===== src/design/pcmmix_pkg.sv =====
`default_nettype none

package pcmmix_pkg;

  localparam int Voices          = 8;
  localparam int SamplesPerVoice = 4096;
  localparam int OutputRate      = 44100;

  localparam int VoiceW  = (Voices > 1) ? $clog2(Voices) : 1;
  localparam int PosW    = $clog2(SamplesPerVoice);
  localparam int LenW    = $clog2(SamplesPerVoice + 1);
  localparam int PhaseW  = $clog2(OutputRate + 15600);
  localparam int MemAW   = VoiceW + PosW;
  localparam int MemDepth = Voices * (2 ** PosW);

  localparam int CmdW    = 3;
  localparam int ChanW   = 4;
  localparam int AddrW   = 12;
  localparam int SampleW = 12;
  localparam int LengthW = 13;
  localparam int RateW   = 8;
  localparam int VolW    = 8;
  localparam int MixW    = 32;
  localparam int MaskW   = 8;
  localparam int GainW   = 16;
  localparam int ProdW   = SampleW + GainW + 1;
  localparam int LevelW  = 17;

  typedef enum logic [CmdW-1:0] {
    CMD_LOAD   = 3'd0,
    CMD_PLAY   = 3'd1,
    CMD_STOP   = 3'd2,
    CMD_VOLUME = 3'd3,
    CMD_RATE   = 3'd4,
    CMD_TICK   = 3'd5
  } cmd_e;

  typedef struct packed {
    logic              load_item;
    logic              apply;
    logic              issue;
    logic [VoiceW-1:0] vidx;
    logic              load_out;
  } ctl_cmd_t;

  typedef struct packed {
    logic busy;
  } dp_sts_t;

  function automatic logic [13:0] rate_of(input logic [2:0] sel);
    logic [13:0] r;
    case (sel)
      3'd0:    r = 14'd3900;
      3'd1:    r = 14'd5200;
      3'd3:    r = 14'd10400;
      3'd4:    r = 14'd15600;
      default: r = 14'd7800;
    endcase
    return r;
  endfunction

  function automatic logic [2:0] rate_sel(input logic [RateW-1:0] r);
    return (r < 8'd5) ? r[2:0] : 3'd2;
  endfunction

  function automatic logic [7:0] low_map(input logic [3:0] c);
    logic [7:0] m;
    case (c)
      4'd0:    m = 8'h6B;
      4'd1:    m = 8'h6F;
      4'd2:    m = 8'h71;
      4'd3:    m = 8'h74;
      4'd4:    m = 8'h76;
      4'd5:    m = 8'h79;
      4'd6:    m = 8'h7B;
      4'd7:    m = 8'h7D;
      4'd8:    m = 8'h80;
      4'd9:    m = 8'h82;
      4'd10:   m = 8'h84;
      4'd11:   m = 8'h87;
      4'd12:   m = 8'h8A;
      4'd13:   m = 8'h8C;
      4'd14:   m = 8'h8F;
      default: m = 8'h91;
    endcase
    return m;
  endfunction

  function automatic logic [GainW-1:0] gain_tbl(input logic [6:0] i);
    logic [GainW-1:0] g;
    case (i)
      7'd0: g = 16'd5;       7'd1: g = 16'd6;       7'd2: g = 16'd6;
      7'd3: g = 16'd7;       7'd4: g = 16'd7;       7'd5: g = 16'd8;
      7'd6: g = 16'd9;       7'd7: g = 16'd10;      7'd8: g = 16'd10;
      7'd9: g = 16'd11;      7'd10: g = 16'd12;     7'd11: g = 16'd14;
      7'd12: g = 16'd15;     7'd13: g = 16'd16;     7'd14: g = 16'd18;
      7'd15: g = 16'd20;     7'd16: g = 16'd21;     7'd17: g = 16'd23;
      7'd18: g = 16'd25;     7'd19: g = 16'd29;     7'd20: g = 16'd31;
      7'd21: g = 16'd33;     7'd22: g = 16'd37;     7'd23: g = 16'd41;
      7'd24: g = 16'd46;     7'd25: g = 16'd50;     7'd26: g = 16'd54;
      7'd27: g = 16'd60;     7'd28: g = 16'd66;     7'd29: g = 16'd72;
      7'd30: g = 16'd80;     7'd31: g = 16'd89;     7'd32: g = 16'd97;
      7'd33: g = 16'd107;    7'd34: g = 16'd117;    7'd35: g = 16'd130;
      7'd36: g = 16'd142;    7'd37: g = 16'd156;    7'd38: g = 16'd173;
      7'd39: g = 16'd189;    7'd40: g = 16'd205;    7'd41: g = 16'd226;
      7'd42: g = 16'd246;    7'd43: g = 16'd267;    7'd44: g = 16'd308;
      7'd45: g = 16'd328;    7'd46: g = 16'd369;    7'd47: g = 16'd410;
      7'd48: g = 16'd431;    7'd49: g = 16'd492;    7'd50: g = 16'd533;
      7'd51: g = 16'd594;    7'd52: g = 16'd656;    7'd53: g = 16'd717;
      7'd54: g = 16'd799;    7'd55: g = 16'd861;    7'd56: g = 16'd963;
      7'd57: g = 16'd1045;   7'd58: g = 16'd1147;   7'd59: g = 16'd1270;
      7'd60: g = 16'd1393;   7'd61: g = 16'd1536;   7'd62: g = 16'd1700;
      7'd63: g = 16'd1864;   7'd64: g = 16'd2048;   7'd65: g = 16'd2253;
      7'd66: g = 16'd2479;   7'd67: g = 16'd2724;   7'd68: g = 16'd2991;
      7'd69: g = 16'd3298;   7'd70: g = 16'd3625;   7'd71: g = 16'd3994;
      7'd72: g = 16'd4383;   7'd73: g = 16'd4834;   7'd74: g = 16'd5325;
      7'd75: g = 16'd5837;   7'd76: g = 16'd6431;   7'd77: g = 16'd7087;
      7'd78: g = 16'd7783;   7'd79: g = 16'd8561;   7'd80: g = 16'd9442;
      7'd81: g = 16'd10363;  7'd82: g = 16'd11387;  7'd83: g = 16'd12555;
      7'd84: g = 16'd13824;  7'd85: g = 16'd15217;  7'd86: g = 16'd16733;
      7'd87: g = 16'd18371;  7'd88: g = 16'd20255;  7'd89: g = 16'd22221;
      7'd90: g = 16'd24454;  7'd91: g = 16'd26932;  7'd92: g = 16'd29696;
      7'd93: g = 16'd32768;  7'd94: g = 16'd36127;  7'd95: g = 16'd39732;
      7'd96: g = 16'd43541;
      default: g = 16'd0;
    endcase
    return g;
  endfunction

  function automatic logic [GainW-1:0] gain_of(input logic [VolW-1:0] code);
    logic [7:0] m;
    logic [GainW-1:0] g;
    m = low_map(code[3:0]) - 8'h40;
    if (code <= 8'd15) begin
      g = gain_tbl(m[6:0]);
    end else if (code >= 8'h40 && code <= 8'hA0) begin
      g = gain_tbl(7'(code - 8'h40));
    end else begin
      g = '0;
    end
    return g;
  endfunction

  localparam logic [GainW-1:0] ResetGain = 16'd10363;

endpackage

`default_nettype wire


===== src/design/pcmmix_ctrl.sv =====
`default_nettype none

module pcmmix_ctrl (
  input  logic                  clk_i,
  input  logic                  rst_ni,
  input  logic                  in_valid_i,
  input  logic [2:0]            in_cmd_i,
  output logic                  in_ready_o,
  output logic                  out_valid_o,
  input  logic                  out_ready_i,
  output pcmmix_pkg::ctl_cmd_t  cmd_o,
  input  pcmmix_pkg::dp_sts_t   sts_i
);
  import pcmmix_pkg::*;

  typedef enum logic [2:0] {
    ST_IDLE,
    ST_APPLY,
    ST_ISSUE,
    ST_DRAIN,
    ST_FINISH
  } state_e;

  state_e            state_q;
  logic [VoiceW-1:0] vcnt_q;
  logic              out_valid_q;
  logic              accept;
  logic              out_free;

  assign in_ready_o  = (state_q == ST_IDLE);
  assign accept      = in_valid_i && in_ready_o;
  assign out_free    = !out_valid_q || out_ready_i;
  assign out_valid_o = out_valid_q;

  always_comb begin
    cmd_o.load_item = accept;
    cmd_o.apply     = (state_q == ST_APPLY);
    cmd_o.issue     = (state_q == ST_ISSUE);
    cmd_o.vidx      = vcnt_q;
    cmd_o.load_out  = (state_q == ST_FINISH) && out_free;
  end

  always_ff @(posedge clk_i or negedge rst_ni) begin
    if (!rst_ni) begin
      state_q     <= ST_IDLE;
      vcnt_q      <= '0;
      out_valid_q <= 1'b0;
    end else begin
      if (cmd_o.load_out) begin
        out_valid_q <= 1'b1;
      end else if (out_ready_i) begin
        out_valid_q <= 1'b0;
      end
      unique case (state_q)
        ST_IDLE: begin
          if (accept) begin
            vcnt_q  <= '0;
            state_q <= (in_cmd_i == CMD_TICK) ? ST_ISSUE : ST_APPLY;
          end
        end
        ST_APPLY: begin
          state_q <= ST_FINISH;
        end
        ST_ISSUE: begin
          if (vcnt_q == VoiceW'(Voices - 1)) begin
            state_q <= ST_DRAIN;
          end else begin
            vcnt_q <= vcnt_q + VoiceW'(1);
          end
        end
        ST_DRAIN: begin
          if (!sts_i.busy) begin
            state_q <= ST_FINISH;
          end
        end
        ST_FINISH: begin
          if (out_free) begin
            state_q <= ST_IDLE;
          end
        end
        default: begin
          state_q <= ST_IDLE;
        end
      endcase
    end
  end

`ifndef SYNTH
  a_result_after_finish: assert property (@(posedge clk_i) disable iff (!rst_ni)
    $rose(out_valid_q) |-> $past(state_q == ST_FINISH))
    else $error("result raised outside finish");

  a_accept_starts_work: assert property (@(posedge clk_i) disable iff (!rst_ni)
    accept |=> (state_q == ST_ISSUE) || (state_q == ST_APPLY))
    else $error("accepted item did not start work");

  a_result_held: assert property (@(posedge clk_i) disable iff (!rst_ni)
    out_valid_q && !out_ready_i |=> out_valid_q)
    else $error("waiting result dropped");
`endif

endmodule

`default_nettype wire


===== config.mk =====
export PLATFORM = sky130hd
export DESIGN_NAME = pcmmix_ctrl
export DESIGN_NICKNAME = d
export VERILOG_FILES = /design/src/design/pcmmix_pkg.sv /design/src/design/pcmmix_ctrl.sv
export SDC_FILE = /design/constraint.sdc
export NUM_CORES = 1
export LEC_CHECK = 0
export BUFFER_PORTS_ARGS = -buffer_cell sky130_fd_sc_hd__buf_2
export CORE_AREA = 2 2 39 41
export CTS_CLUSTER_SIZE = 30
export DETAILED_ROUTE_END_ITERATION = 16
export DIE_AREA = 0 0 41 43
export RECOVER_POWER = 100
export REMOVE_ABC_BUFFERS = 1
export SKIP_CTS_REPAIR_TIMING = 1
export SLEW_MARGIN = 20
export SYNTH_ARGS = -nofsm -noshare
export SYNTH_HDL_FRONTEND = slang
export SYNTH_SLANG_ARGS = --single-unit

===== constraint.sdc =====
create_clock -name clk_i -period 1.8 [get_ports clk_i]
set_clock_uncertainty 0.15 [all_clocks]
set_input_delay 0.09 -clock clk_i [delete_from_list [all_inputs] [get_ports clk_i]]
set_output_delay 0.09 -clock clk_i [all_outputs]
set_load 0.005 [all_outputs]

==> impl_metrics.tcl <==
set metrics [dict create \
    status "finished, final reports clean" \
    cts-root-buf "clkbuf_4" \
    die_y_um 43 \
    synth_area_leaders "dfrtp_1 (36%), a22o_1 (9.1%), a2111oi_4 (5.7%), ha_1 (5.2%), o21ai_0 (4.1%)" \
    clk_pin_slew_worst_paths_ns 0.06 \
    syn_avg_cell_area_um2 10.28 \
    synth_top_area_share_pct 36.27 \
    clock_latency_ns 0.26 \
    yosysSeqAreaShare_pct 36.27 \
    rsz0062_at_grt "no" \
    worst_pin_slew_ns 0.3943 \
    synth_area_um2 483.0 \
    dp_hpwl_um 750.5 \
    dr.pass1.iters 4 \
    ir_worst_vdd_v 0.0005761 \
    cp_max_fo 5 \
    pre_cts_slack_ns 0.1413 \
    ioPinCount 17 \
    die_w_um 41 \
    end_kind "flop" \
    drv_slew 0 \
    syn-instance-count 47 \
    coreArea_um2 1384 \
    final_util_pct 43.22 \
    synth_most_common_cell "dfrtp_1" \
    fin_ws_ns 0.1552 \
    synth_edf_count 0 \
    synth-main-ff-cell "dfrtp_1" \
    cp.required_ns 1.83 \
    grt_overflow_total 0 \
    finalHoldViolations 0 \
    relSlewSlack_pct 73.43 \
    p_per_area_nw_per_um2 1610 \
    grt_pass1_vias 355 \
    cpPeakStageDelay_ns 0.43 \
    period_share_pct 91.38 \
    cts_max_level 1 \
    postRouteAntennaNets 0 \
    cts_buffers 3 \
    drc 0 \
    viasPerCell 5.049 \
    grt_max_degree 11 \
    grt_use_total_pct 12.83 \
    port_buffers 16 \
    ys.warnings.count 0 \
    synth_commonest_cells "dfrtp_1 (7), a22o_1 (5), o21ai_0 (4)" \
    die-area_um2 1763 \
    cts_tree "done" \
    holdWs_ns 0.06926 \
    clockBufferDepth 2 \
    drv_cap 0 \
    slowest_stage "a2111o_1" \
    max_freq_mhz 608.0 \
    first_iter_violations 2 \
    critPathKind "reg -> reg" \
    drive_gt1_share_pct 30.30 \
    ys_ff_latch 7 \
    antenna_found_initial 0 \
    diodes 0 \
    gp_congestion 0.6838 \
    crit_top_cell "ha_1" \
    fin_tns_setup_ns 0 \
    vias 414 \
    async_reset_ff_share_pct 100.0 \
    rows 14 \
    fin_crit_ns 1.645 \
    drt-total-wl_um 983 \
    yosysUniqueCellTypes 24 \
    hp-class "in -> reg" \
    area_delta_synth_final_pct 23.83 \
    grt_pass1_wl_um 1469 \
    initial_core_util_pct 34.90 \
    fin_nets 77 \
    start_kind "flop" \
    setup_violations 0 \
    cts_sinks 7 \
    wire_per_inst_um 11.99 \
    cp.arrival_ns 1.67 \
    p_leak_nw 0.2964 \
    path_cells "ha_1 > ha_1 > nor2_1 > a2111o_1 > o22ai_2" \
    yosys.area.top_type "dfrtp_1" \
]
==> where the power goes <==
group	leakage (nW)	total [mW]	switching, mW	internal (mW)
sequential	0.0928	0.332	0.110	0.222
clock	0.0150	0.150	0.0647	0.0851
combinational	0.189	0.481	0.225	0.256
total	0.296	0.963	0.399	0.564
==> logic make-up after synthesis <==
logic type | share of synthesized area, %
mux | 2.331
compound gates | 24.87
simple gates | 24.87
fa+ha+maj | 5.181
buf+inv | 6.475
flops | 36.27
==> metal layers <==
layer	global-route usage [%]	vias to the layer above	share of wire (%)
li1	-	210	-
met1	14.75	190	46
met2	19.06	12	49
met3	3.141	2	3.6
met4	10.00	0	1.5
met5	0	-	0
==> worst paths after layout <==
path | endpoint | slack [ns] | cells after the start | startpoint
worst max-delay path | state_q[0]$_DFFE_PN0P_ | 0.16 | 5 | vcnt_q[0]$_DFFE_PN0P_
worst min-delay path | out_valid_o$_DFFE_PN0P_ | 0.07 | 3 | out_ready_i
worst min register to register | vcnt_q[0]$_DFFE_PN0P_ | 0.43 | 1 | vcnt_q[0]$_DFFE_PN0P_
worst max register to register | state_q[0]$_DFFE_PN0P_ | 0.16 | 5 | vcnt_q[0]$_DFFE_PN0P_
max in group asynchronous | state_q[0]$_DFFE_PN0P_ | 1.11 | 2 | rst_ni
min in group asynchronous | vcnt_q[2]$_DFFE_PN0P_ | 0.10 | 2 | rst_ni
==> worst max-delay path, delay by kind of cell, from the launching register on <==
| family | cells | cell delay [ns] |
|---|---|---|
| compound gates | 2 | 0.52 |
| fa+ha+maj | 2 | 0.41 |
| flops | 1 | 0.40 |
| simple gates | 1 | 0.09 |
==> registers in the layout, indices dropped and copies added (netlist names) <==
| name | cells |
|---|---|
| vcnt_q | 3 |
| state_q | 3 |
| out_valid_o | 1 |
==> final cells by class <==
type                            instances  area (µm²)
Tap cell                               16       20.02
Clock buffer                            4       26.28
Timing Repair Buffer                   19       102.6
Sequential cell                         7       175.2
Multi-Input combinational cell         36       274.0
Fill cell                             147       785.8
==> cells in the final DEF (no fill, tap or decap) <==
master	synthesis	routed
o21ai_0	4	4
and2_1	3	1
and2b_1	1	1
dfrtp_1	7	7
buf_2	1	11
clkbuf_2	0	1
and3b_1	1	1
a22o_1	5	5
mux2_2	1	1
nor2b_1	1	1
a2111o_1	1	1
a21oi_1	1	1
a2111oi_4	1	1
o22ai_2	1	1
nor2_1	3	4
nor3_1	1	1
clkbuf_4	0	3
dlygate4sd3_1	0	2
ha_1	2	2
and3_1	1	1
nor3_2	1	1
clkbuf_1	0	5
buf_4	2	1
nand2_1	3	3
nand2b_1	3	3
and2_0	0	2
nor4bb_1	1	1
==> through the flow <==
stage                     instance area (µm²)  power, mW  std cells
after global placement                  559.3     0.8282         76
final                                   598.1     0.9628         82
after detailed placement                559.3     0.8314         76
after CTS                               585.6     0.9853         80
after global routing                    598.1      1.046         82
after floorplan                         451.7     0.6484         43
Note: power is estimated with default switching activity, not from simulation.
